`config.mk`:
```
export PLATFORM = sky130hd
export DESIGN_NAME = core_pool_scheduler
export DESIGN_NICKNAME = d
export VERILOG_FILES = /design/src/hw/rtl/cps_pkg.sv /design/src/hw/rtl/cps_store.sv /design/src/hw/rtl/cps_area.sv /design/src/hw/rtl/core_pool_scheduler.sv
export SDC_FILE = /design/constraint.sdc
export NUM_CORES = 2
export LEC_CHECK = 0
export BUFFER_PORTS_ARGS = -buffer_cell sky130_fd_sc_hd__clkbuf_2
export CORE_ASPECT_RATIO = 0.5
export CORE_MARGIN = 2
export CORE_UTILIZATION = 50
export DETAILED_ROUTE_END_ITERATION = 10
export HOLD_SLACK_MARGIN = 0.15
export PLACE_DENSITY_LB_ADDON = 0.05
export SYNTH_ARGS = -nofsm -noshare
export SYNTH_HDL_FRONTEND = slang
export SYNTH_SLANG_ARGS = --single-unit
```
`constraint.sdc`:
```
create_clock -name clock -period 16.7 [get_ports clock]
set_input_delay 0.835 -clock clock [delete_from_list [all_inputs] [get_ports clock]]
set_output_delay 0.835 -clock clock [all_outputs]
set_load 0.02 [all_outputs]
```
`src/hw/rtl/cps_pkg.sv`:
```
package cps_pkg;

   localparam int MAX_CORES   = 16;
   localparam int STORE_DEPTH = 16;

   localparam int CNT_W    = 5;
   localparam int ADDR_W   = $clog2(STORE_DEPTH);
   localparam int CTX_W    = 16;
   localparam int TIME_W   = 32;
   localparam int OVH_W    = 16;
   localparam int AREA_W   = 48;
   localparam int PROD_W   = CNT_W + TIME_W;
   localparam int CMD_W    = 2;
   localparam int CSR_IDX_W  = 2;
   localparam int CSR_DATA_W = 16;

   localparam logic [AREA_W-1:0] AREA_MAX  = {AREA_W{1'b1}};
   localparam logic [TIME_W-1:0] DELAY_MAX = {TIME_W{1'b1}};

   localparam logic [CMD_W-1:0] CMD_REQUEST = 2'd0;
   localparam logic [CMD_W-1:0] CMD_RELEASE = 2'd1;
   localparam logic [CMD_W-1:0] CMD_CLEAR   = 2'd2;
   localparam logic [CMD_W-1:0] CMD_NOP     = 2'd3;

   localparam logic [CSR_IDX_W-1:0] CSR_CORE_LIMIT = 2'd0;
   localparam logic [CSR_IDX_W-1:0] CSR_OVERHEAD   = 2'd1;

   typedef struct packed {
      logic [CTX_W-1:0]  context_id;
      logic [TIME_W-1:0] delay_ticks;
   } wait_entry_type;

   typedef struct packed {
      logic load_product;
      logic update;
      logic clear;
   } area_ctl_type;

endpackage

```
`src/hw/rtl/cps_store.sv`:
```
module cps_store (
   input  logic                          clock,
   input  logic                          wr_en,
   input  logic [cps_pkg::ADDR_W-1:0]    wr_addr,
   input  cps_pkg::wait_entry_type       wr_data,
   input  logic                          rd_en,
   input  logic [cps_pkg::ADDR_W-1:0]    rd_addr,
   output cps_pkg::wait_entry_type       rd_data
);

   cps_pkg::wait_entry_type mem_ff [cps_pkg::STORE_DEPTH];
   cps_pkg::wait_entry_type rd_data_ff;

   always_ff @(posedge clock) begin
      if (wr_en) begin
         mem_ff[wr_addr] <= wr_data;
      end
      if (rd_en) begin
         rd_data_ff <= mem_ff[rd_addr];
      end
   end

   assign rd_data = rd_data_ff;

endmodule

```
`src/hw/rtl/cps_area.sv`:
```
module cps_area (
   input  logic                          clock,
   input  logic                          reset,
   input  cps_pkg::area_ctl_type         ctl,
   input  logic [cps_pkg::CNT_W-1:0]     count,
   input  logic [cps_pkg::TIME_W-1:0]    elapsed,
   output logic [cps_pkg::AREA_W-1:0]    area_in
);

   logic [cps_pkg::PROD_W-1:0] product_ff;
   logic [cps_pkg::AREA_W-1:0] area_ff;
   logic [cps_pkg::AREA_W:0]   sum;
   logic                       saturate;

   always_ff @(posedge clock) begin
      if (ctl.load_product) begin
         product_ff <= cps_pkg::PROD_W'(count) * cps_pkg::PROD_W'(elapsed);
      end
   end

   always_comb begin
      sum      = (cps_pkg::AREA_W + 1)'(area_ff) + (cps_pkg::AREA_W + 1)'(product_ff);
      saturate = sum > {1'b0, cps_pkg::AREA_MAX};
      priority if (ctl.clear) begin
         area_in = '0;
      end else if (ctl.update) begin
         area_in = saturate ? cps_pkg::AREA_MAX : sum[cps_pkg::AREA_W-1:0];
      end else begin
         area_in = area_ff;
      end
   end

   always_ff @(posedge clock) begin
      if (reset) begin
         area_ff <= '0;
      end else begin
         area_ff <= area_in;
      end
   end

endmodule

```
`src/hw/rtl/core_pool_scheduler.sv`:
```
// Core pool scheduler with a last-in-first-out store of waiting requests. Every accepted
// item produces exactly one result item. On acceptance the newest store entry is read and
// the elapsed time is formed; in S_MUL the busy and waiting counts are multiplied by that
// time; in S_DONE, once the result channel is free, the saturating area accumulation (on a
// release), the event delay sum, the store write (on a parked request) and the result
// register are updated. A new item is accepted only once the previous one has been placed
// in the result register, so it is not taken before the last one is through. The store
// needs no clearing pass; configuration writes are taken in any cycle.
module core_pool_scheduler (
   input  logic                               clock,
   input  logic                               reset,

   input  logic                               req_valid,
   output logic                               req_ready,
   input  logic [cps_pkg::CMD_W-1:0]          req_command,
   input  logic [cps_pkg::CTX_W-1:0]          req_context_id,
   input  logic [cps_pkg::TIME_W-1:0]         req_delay_ticks,
   input  logic                               req_core_continue,
   input  logic [cps_pkg::TIME_W-1:0]         req_now_ticks,

   output logic                               rsp_valid,
   input  logic                               rsp_ready,
   output logic                               rsp_event_valid,
   output logic [cps_pkg::CTX_W-1:0]          rsp_event_context,
   output logic [cps_pkg::TIME_W-1:0]         rsp_event_delay,
   output logic                               rsp_dropped,
   output logic [cps_pkg::CNT_W-1:0]          rsp_busy_count,
   output logic [cps_pkg::CNT_W-1:0]          rsp_waiting_count_out,
   output logic [cps_pkg::CNT_W-1:0]          rsp_max_waiting_out,
   output logic [cps_pkg::AREA_W-1:0]         rsp_busy_area_out,
   output logic [cps_pkg::AREA_W-1:0]         rsp_queue_area_out,

   input  logic                               csr_valid,
   output logic                               csr_ready,
   input  logic [cps_pkg::CSR_IDX_W-1:0]      csr_index,
   input  logic [cps_pkg::CSR_DATA_W-1:0]     csr_wdata
);

   localparam logic [1:0] S_IDLE = 2'd0;
   localparam logic [1:0] S_MUL  = 2'd1;
   localparam logic [1:0] S_DONE = 2'd2;

   logic [1:0]                    state_ff, state_in;

   logic [cps_pkg::CNT_W-1:0]     core_limit_ff;
   logic [cps_pkg::OVH_W-1:0]     overhead_ff;

   logic [cps_pkg::CMD_W-1:0]     cmd_ff;
   logic [cps_pkg::CTX_W-1:0]     ctx_ff;
   logic [cps_pkg::TIME_W-1:0]    dly_ff;
   logic                          cont_ff;
   logic [cps_pkg::TIME_W-1:0]    now_ff;
   logic [cps_pkg::TIME_W-1:0]    elapsed_ff;

   logic [cps_pkg::CNT_W-1:0]     busy_ff, busy_in;
   logic [cps_pkg::CNT_W-1:0]     prev_busy_ff, prev_busy_in;
   logic [cps_pkg::CNT_W-1:0]     wait_ff, wait_in;
   logic [cps_pkg::CNT_W-1:0]     max_wait_ff, max_wait_in;
   logic [cps_pkg::TIME_W-1:0]    last_time_ff, last_time_in;

   logic                          rsp_valid_ff;
   logic                          ev_valid_ff, ev_valid_in;
   logic [cps_pkg::CTX_W-1:0]     ev_ctx_ff, ev_ctx_in;
   logic [cps_pkg::TIME_W-1:0]    ev_delay_ff, ev_delay_in;
   logic                          drop_ff, drop_in;
   logic [cps_pkg::AREA_W-1:0]    busy_area_ff, queue_area_ff;

   logic                          accept;
   logic                          commit;
   logic                          push;
   logic [cps_pkg::CNT_W-1:0]     limit;
   logic [cps_pkg::CNT_W-1:0]     wait_after_pop;
   logic [cps_pkg::TIME_W-1:0]    add_base;
   logic [cps_pkg::OVH_W-1:0]     add_ovh;
   logic [cps_pkg::TIME_W:0]      delay_sum;

   cps_pkg::wait_entry_type       wr_entry;
   cps_pkg::wait_entry_type       rd_entry;
   cps_pkg::area_ctl_type         area_ctl;
   logic [cps_pkg::AREA_W-1:0]    busy_area_in, queue_area_in;

   assign req_ready = (state_ff == S_IDLE);
   assign accept    = req_valid && req_ready;
   assign commit    = (state_ff == S_DONE) && (!rsp_valid_ff || rsp_ready);
   assign csr_ready = 1'b1;

   always_ff @(posedge clock) begin
      if (reset) begin
         core_limit_ff <= cps_pkg::CNT_W'(1);
         overhead_ff   <= '0;
      end else if (csr_valid && csr_ready) begin
         if (csr_index == cps_pkg::CSR_CORE_LIMIT) begin
            core_limit_ff <= csr_wdata[cps_pkg::CNT_W-1:0];
         end else if (csr_index == cps_pkg::CSR_OVERHEAD) begin
            overhead_ff <= csr_wdata[cps_pkg::OVH_W-1:0];
         end
      end
   end

   always_ff @(posedge clock) begin
      if (accept) begin
         cmd_ff     <= req_command;
         ctx_ff     <= req_context_id;
         dly_ff     <= req_delay_ticks;
         cont_ff    <= req_core_continue;
         now_ff     <= req_now_ticks;
         elapsed_ff <= (req_now_ticks >= last_time_ff) ? req_now_ticks - last_time_ff : '0;
      end
   end

   always_comb begin
      state_in = state_ff;
      unique case (state_ff)
         S_IDLE: begin
            if (accept) begin
               state_in = S_MUL;
            end
         end
         S_MUL: begin
            state_in = S_DONE;
         end
         S_DONE: begin
            if (commit) begin
               state_in = S_IDLE;
            end
         end
         default: begin
            state_in = S_IDLE;
         end
      endcase
   end

   assign limit = (core_limit_ff > cps_pkg::CNT_W'(cps_pkg::MAX_CORES)) ?
                  cps_pkg::CNT_W'(cps_pkg::MAX_CORES) : core_limit_ff;

   assign wait_after_pop = (cmd_ff == cps_pkg::CMD_RELEASE && wait_ff != '0) ?
                           wait_ff - cps_pkg::CNT_W'(1) : wait_ff;

   always_comb begin
      busy_in      = busy_ff;
      prev_busy_in = prev_busy_ff;
      wait_in      = wait_ff;
      max_wait_in  = max_wait_ff;
      last_time_in = last_time_ff;
      ev_valid_in  = 1'b0;
      ev_ctx_in    = '0;
      add_base     = dly_ff;
      add_ovh      = '0;
      drop_in      = 1'b0;
      push         = 1'b0;
      unique case (cmd_ff)
         cps_pkg::CMD_REQUEST: begin
            if (cont_ff) begin
               ev_valid_in = 1'b1;
               ev_ctx_in   = ctx_ff;
            end else if (busy_ff < limit) begin
               busy_in     = busy_ff + cps_pkg::CNT_W'(1);
               ev_valid_in = 1'b1;
               ev_ctx_in   = ctx_ff;
               add_ovh     = overhead_ff;
            end else if (wait_ff < cps_pkg::CNT_W'(cps_pkg::STORE_DEPTH)) begin
               push    = 1'b1;
               wait_in = wait_ff + cps_pkg::CNT_W'(1);
               if (wait_in > max_wait_ff) begin
                  max_wait_in = wait_in;
               end
            end else begin
               drop_in = 1'b1;
            end
         end
         cps_pkg::CMD_RELEASE: begin
            if (wait_ff == '0) begin
               if (busy_ff != '0) begin
                  busy_in = busy_ff - cps_pkg::CNT_W'(1);
               end
            end else begin
               wait_in     = wait_after_pop;
               ev_valid_in = 1'b1;
               ev_ctx_in   = rd_entry.context_id;
               add_base    = rd_entry.delay_ticks;
               add_ovh     = overhead_ff;
            end
            prev_busy_in = busy_in;
            last_time_in = now_ff;
         end
         cps_pkg::CMD_CLEAR: begin
            busy_in      = '0;
            prev_busy_in = '0;
            wait_in      = '0;
            max_wait_in  = '0;
            last_time_in = '0;
         end
         cps_pkg::CMD_NOP: begin
         end
         default: begin
         end
      endcase
      delay_sum = (cps_pkg::TIME_W + 1)'(add_base) + (cps_pkg::TIME_W + 1)'(add_ovh);
      if (!ev_valid_in) begin
         ev_delay_in = '0;
      end else if (delay_sum[cps_pkg::TIME_W]) begin
         ev_delay_in = cps_pkg::DELAY_MAX;
      end else begin
         ev_delay_in = delay_sum[cps_pkg::TIME_W-1:0];
      end
   end

   assign wr_entry.context_id  = ctx_ff;
   assign wr_entry.delay_ticks = dly_ff;

   cps_store u_store (
      .clock   (clock),
      .wr_en   (commit && push),
      .wr_addr (wait_ff[cps_pkg::ADDR_W-1:0]),
      .wr_data (wr_entry),
      .rd_en   (accept),
      .rd_addr (cps_pkg::ADDR_W'(wait_ff - cps_pkg::CNT_W'(1))),
      .rd_data (rd_entry)
   );

   assign area_ctl.load_product = (state_ff == S_MUL);
   assign area_ctl.update       = commit && (cmd_ff == cps_pkg::CMD_RELEASE);
   assign area_ctl.clear        = commit && (cmd_ff == cps_pkg::CMD_CLEAR);

   cps_area u_busy_area (
      .clock   (clock),
      .reset   (reset),
      .ctl     (area_ctl),
      .count   (prev_busy_ff),
      .elapsed (elapsed_ff),
      .area_in (busy_area_in)
   );

   cps_area u_queue_area (
      .clock   (clock),
      .reset   (reset),
      .ctl     (area_ctl),
      .count   (wait_after_pop),
      .elapsed (elapsed_ff),
      .area_in (queue_area_in)
   );

   always_ff @(posedge clock) begin
      if (reset) begin
         state_ff     <= S_IDLE;
         busy_ff      <= '0;
         prev_busy_ff <= '0;
         wait_ff      <= '0;
         max_wait_ff  <= '0;
         last_time_ff <= '0;
         rsp_valid_ff <= 1'b0;
      end else begin
         state_ff <= state_in;
         if (commit) begin
            busy_ff      <= busy_in;
            prev_busy_ff <= prev_busy_in;
            wait_ff      <= wait_in;
            max_wait_ff  <= max_wait_in;
            last_time_ff <= last_time_in;
            rsp_valid_ff <= 1'b1;
         end else if (rsp_ready) begin
            rsp_valid_ff <= 1'b0;
         end
      end
   end

   always_ff @(posedge clock) begin
      if (commit) begin
         ev_valid_ff   <= ev_valid_in;
         ev_ctx_ff     <= ev_ctx_in;
         ev_delay_ff   <= ev_delay_in;
         drop_ff       <= drop_in;
         busy_area_ff  <= busy_area_in;
         queue_area_ff <= queue_area_in;
      end
   end

   assign rsp_valid             = rsp_valid_ff;
   assign rsp_event_valid       = ev_valid_ff;
   assign rsp_event_context     = ev_ctx_ff;
   assign rsp_event_delay       = ev_delay_ff;
   assign rsp_dropped           = drop_ff;
   assign rsp_busy_count        = busy_ff;
   assign rsp_waiting_count_out = wait_ff;
   assign rsp_max_waiting_out   = max_wait_ff;
   assign rsp_busy_area_out     = busy_area_ff;
   assign rsp_queue_area_out    = queue_area_ff;

endmodule

```
==> summary.txt <==
Hold path
  • Hold_sp: req_context_id[0]
  • Hold path endpoint: ctx_ff[0]$_DFFE_PP_
  • WHS Path Cells: 1
  • Worst hold-check path type: in -> reg

Timing
  • Fin. Hold Viols: 0
  • Worst slew margin: approximately 23%
  • Setup Total Neg Slack: 0 ps
  • Final worst-path cycle share: 50.4%
  • Setup violators final: 0
  • Final worst slack: 8290 ps
  • Slew at the pin closest to its max-slew limit: 1160 ps
  • Unrepaired setup endpoints after global routing: false
  • Period minus WS final: 8410 ps
  • Skew final: around 76 ps
  • Final Max Tran Viols: 0
  • Fmax achieved: 119 MHz

Floorplan
  • Num rows: 94
  • Initial Utilization: 50.3%
  • Chip height: 261 um
  • Die area: around 140000 um2
  • Die Wd: 518 um
  • Core ar.: roughly 130000 um2
  • Top Ports: 270

Placement
  • Pre-CTS setup slack: about 8000 ps
  • DP Wirelength: 96800 um
  • Cells after DPL: 6875
  • Placement Cell Area: around 69000 um2
  • GPL Wtd Cong: 0.866
  • PortBufs: between 200 and 300

CTS
  • Max clock buf depth: 3
  • Latest clock arrival within the worst-skew pair: 780 ps
  • CTS-repair resized insts: 0
  • CTS tree: built
  • CTS Hold Bufs: 0
  • Post-CTS Setup Inserts: 0
  • Clock transition at the registers of the reported paths: 70 ps
  • Inserted Clock Buffers: between 100 and 150
  • Root Driver: clkbuf_16
  • H-Tree Depth: 3
  • Clk sinks: 1323

Critical path
  • Setup crit end kind: register
  • Critical Path Start Type: register
  • Crit path kind: reg -> reg
  • Origin of the critical flop-to-flop path: rsp_waiting_count_out[0]$_SDFFE_PP0P_
  • Max stage delay cell, worst path: dfxtp_4
  • Crit path cell chain: inv_1 > ha_4 > or4b_4 > and2_2 > nand2_1 > nor3_1 > xnor2_4 > and2_1 > fa_1 > fa_1 > inv_1 > fa_1 > inv_1 > ha_1 > a21o_1 > a221oi_1 > nor2b_1 > a311oi_1 > o21bai_1 > a21oi_1 > o21ai_0 > a41o_1 > o41ai_1 > xnor2_1
  • Worst Path Arrival: 8880 ps
  • CP max FO: 48
  • Slowest stage delay, CP: about 930 ps
  • Worst reg2reg path depth: 24
  • Reg2reg setup slack: just over 8000 ps
  • Worst Path Required: between 15000 and 20000 ps
  • FF-to-FF End: u_queue_area.product_ff[35]$_DFFE_PN_

Synth
  • Most frequent cell after synthesis: edfxtp_1
  • Ys Warns: 0
  • Synth Area per Inst: 13.2 um2
  • Area leader, netlist: edfxtp_1
  • Cell count after synthesis: 5017
  • Yosys top cell area share: between 50 and 60%
  • Synth area leaders: edfxtp_1 52%, mux4_2 6.6%, fa_1 5.6%, dfxtp_1 5.2%, ha_1 4.4%
  • Synth Flop Type: edfxtp_1
  • Synth Register Bits: roughly 1300
  • Synth cell count leaders: 1151 x edfxtp_1, 381 x nand2_1, 353 x a21oi_1, 305 x inv_1, 297 x nor2_1
  • Seq/Total Area, Yosys: 57.6%
  • Post-synth EDFFs: 1151
  • Count of cell types in the netlist: 83
  • Syn Std Cell Area: about 66000 um2
  • Ys async rst share: 0%
  • Mapped Nets: 5539

Layout
  • Nets: about 5700
  • Area growth from synthesis to final layout: 11.2%
  • Share of cells above drive strength 1: 14.5%
  • Fin cells: 7098
  • Fin area: around 73000 um2

Detailed routing
  • 1st-pass router iterations: 5
  • Routed WL: 157000 um
  • Detailed-route DRC error count: 0
  • Post-DR wirelength/cell: 22.2 um
  • Routed vias/inst: 5.74
  • Iter 0 DRT Violations: 2937
  • DRT antenna net count: 0
  • Vias: 40712

Global routing
  • Global route overflow: 0
  • Most Crowded Layer GR: met2
  • GR Layer Usage met3: 2.91%
  • GR Layer Usage met1: around 33%
  • M2 GR Usage: 38.3%
  • Total global-route track usage: 23.2%
  • First-pass GRT wire length: around 240000 um
  • Largest net degree at the start of global routing: 145
  • Number of global-route vias before repair: 40833
  • Antenna violations before repair: 4

Power and ir drop
  • Static Leak: ~28 nW
  • Pwr Total: 6.99 mW
  • PwrDens: 95.3 nW/um2
  • Maximum VDD drop: around 0.00011 V

Run
  • Max-Cap Viols: 0

Outcome
  • Outcome: finished clean
==> kinds of logic (layout without fill, tap and decap cells) <==
| group | count (synthesis) | after routing | synth area share, % |
|---|---|---|---|
| other | 1 | 3 | 0.00568 |
| AO/OA/AOI/OAI | 910 | 910 | 8.75 |
| multiplexers | 272 | 272 | 7.77 |
| buffers and inverters | 549 | 852 | 3.17 |
| AND/OR/NAND/NOR | 1358 | 1358 | 10.2 |
| adder cells (fa/ha/maj) | 416 | 416 | 9.98 |
| flip-flops | 1323 | 1323 | 57.6 |
| XOR/XNOR | 188 | 188 | 2.50 |
==> placed cells by master, fill, tap and decap left out, types with 15 or more instances in the layout <==
cell | Yosys | routed
clkinv_2 | 0 | 24
a31oi_1 | 27 | 27
nand2_1 | 381 | 380
and2_1 | 206 | 205
xor2_1 | 68 | 67
o21bai_1 | 32 | 32
edfxtp_1 | 1151 | 1151
bufinv_16 | 0 | 18
xnor2_1 | 120 | 115
nand3_1 | 66 | 66
nor2b_1 | 125 | 124
nand4_1 | 32 | 32
clkbuf_16 | 0 | 117
clkbuf_2 | 0 | 267
nand2b_1 | 25 | 25
a21o_1 | 87 | 87
mux4_2 | 192 | 192
nor2_1 | 297 | 283
o211ai_1 | 15 | 15
mux2i_1 | 78 | 78
nor3b_1 | 39 | 39
a22o_1 | 16 | 16
fa_1 | 184 | 184
clkinv_1 | 0 | 16
and3_1 | 34 | 32
dfxtp_1 | 172 | 171
a21oi_1 | 353 | 353
buf_4 | 2 | 56
o21ai_0 | 128 | 127
clkbuf_1 | 175 | 24
a211oi_1 | 78 | 78
ha_1 | 232 | 230
inv_1 | 305 | 304
or3_1 | 17 | 17
o22ai_1 | 21 | 21
o21a_1 | 33 | 33
nor3_1 | 89 | 84
==> metal layers <==
| layer | vias up | share of wire, % |
|---|---|---|
| met5 | - | 0.0083 |
| met1 | 20804 | 46 |
| met2 | 877 | 48 |
| li1 | 18830 | - |
| met3 | 199 | 4.5 |
| met4 | 2 | 2.1 |
==> state kept, by name, summed over array words and instances (netlist names), 2 cells and up <==
register and count:
now_ff 32, last_time_ff 32, rsp_max_waiting_out 5, rsp_queue_area_out 48
state_ff 2, cmd_ff 2, u_busy_area.product_ff 37, u_store.mem_ff 768
prev_busy_ff 5, dly_ff 32, overhead_ff 16, elapsed_ff 32
u_busy_area.area_ff 48, rsp_busy_count 5, rsp_waiting_count_out 5, rsp_event_context 16
u_store.rd_data 48, u_queue_area.area_ff 48, rsp_busy_area_out 48, ctx_ff 16
core_limit_ff 5, rsp_event_delay 32, u_queue_area.product_ff 37
==> worst max-delay path by stage <==
stage	startpoint	to	slack, ps	cells after the start
floorplan	rsp_waiting_count_out[0]$_SDFFE_PP0P_	u_queue_area.product_ff[35]$_DFFE_PN_	9460	29
global placement	rsp_waiting_count_out[0]$_SDFFE_PP0P_	u_queue_area.product_ff[35]$_DFFE_PN_	8240	23
detailed placement	rsp_waiting_count_out[0]$_SDFFE_PP0P_	u_queue_area.product_ff[35]$_DFFE_PN_	8020	23
CTS	rsp_waiting_count_out[0]$_SDFFE_PP0P_	u_queue_area.product_ff[35]$_DFFE_PN_	7990	23
global route	rsp_waiting_count_out[0]$_SDFFE_PP0P_	u_queue_area.product_ff[35]$_DFFE_PN_	7620	24
finish	rsp_waiting_count_out[0]$_SDFFE_PP0P_	u_queue_area.product_ff[35]$_DFFE_PN_	8290	24
==> worst max-delay path, delay by kind of cell (launching register included) <==
family,cells,cell delay [ps]
buf+inv,3,440
compound gates,8,2310
simple gates,6,1970
fa+ha+maj,5,2030
xor+xnor,2,450
flops,1,930
==> where the power goes <==
part | leakage, nW | switching [mW] | total, mW | internal [mW]
clock | 1.96 | 1.26 | 2.86 | 1.60
sequential | 12.0 | 0.0802 | 3.74 | 3.66
combinational | 13.8 | 0.245 | 0.392 | 0.147
total | 27.8 | 1.59 | 6.99 | 5.41
==> area by class of cell <==
type / count / area, um2
fillers: 10854 / 57900
flip-flops and latches: 1323 / 38000
multi-input cells: 3145 / 26100
clock buffers: 146 / 3090
well taps: 1776 / 2220
repair buffers: 325 / 1790
inverters: 307 / 1160
clock inverters: 74 / 978
diodes: 2 / 5.00
==> per-stage QoR <==
stage | utilization, % | hold WS (ps)
after CTS | 55.9 | 169
after global placement | 52.8 | 446
final | 55.9 | 229
after floorplan | - | 432
after global routing | 55.9 | 179
after detailed placement | 52.8 | 446
(Power assumes the default switching activity.)
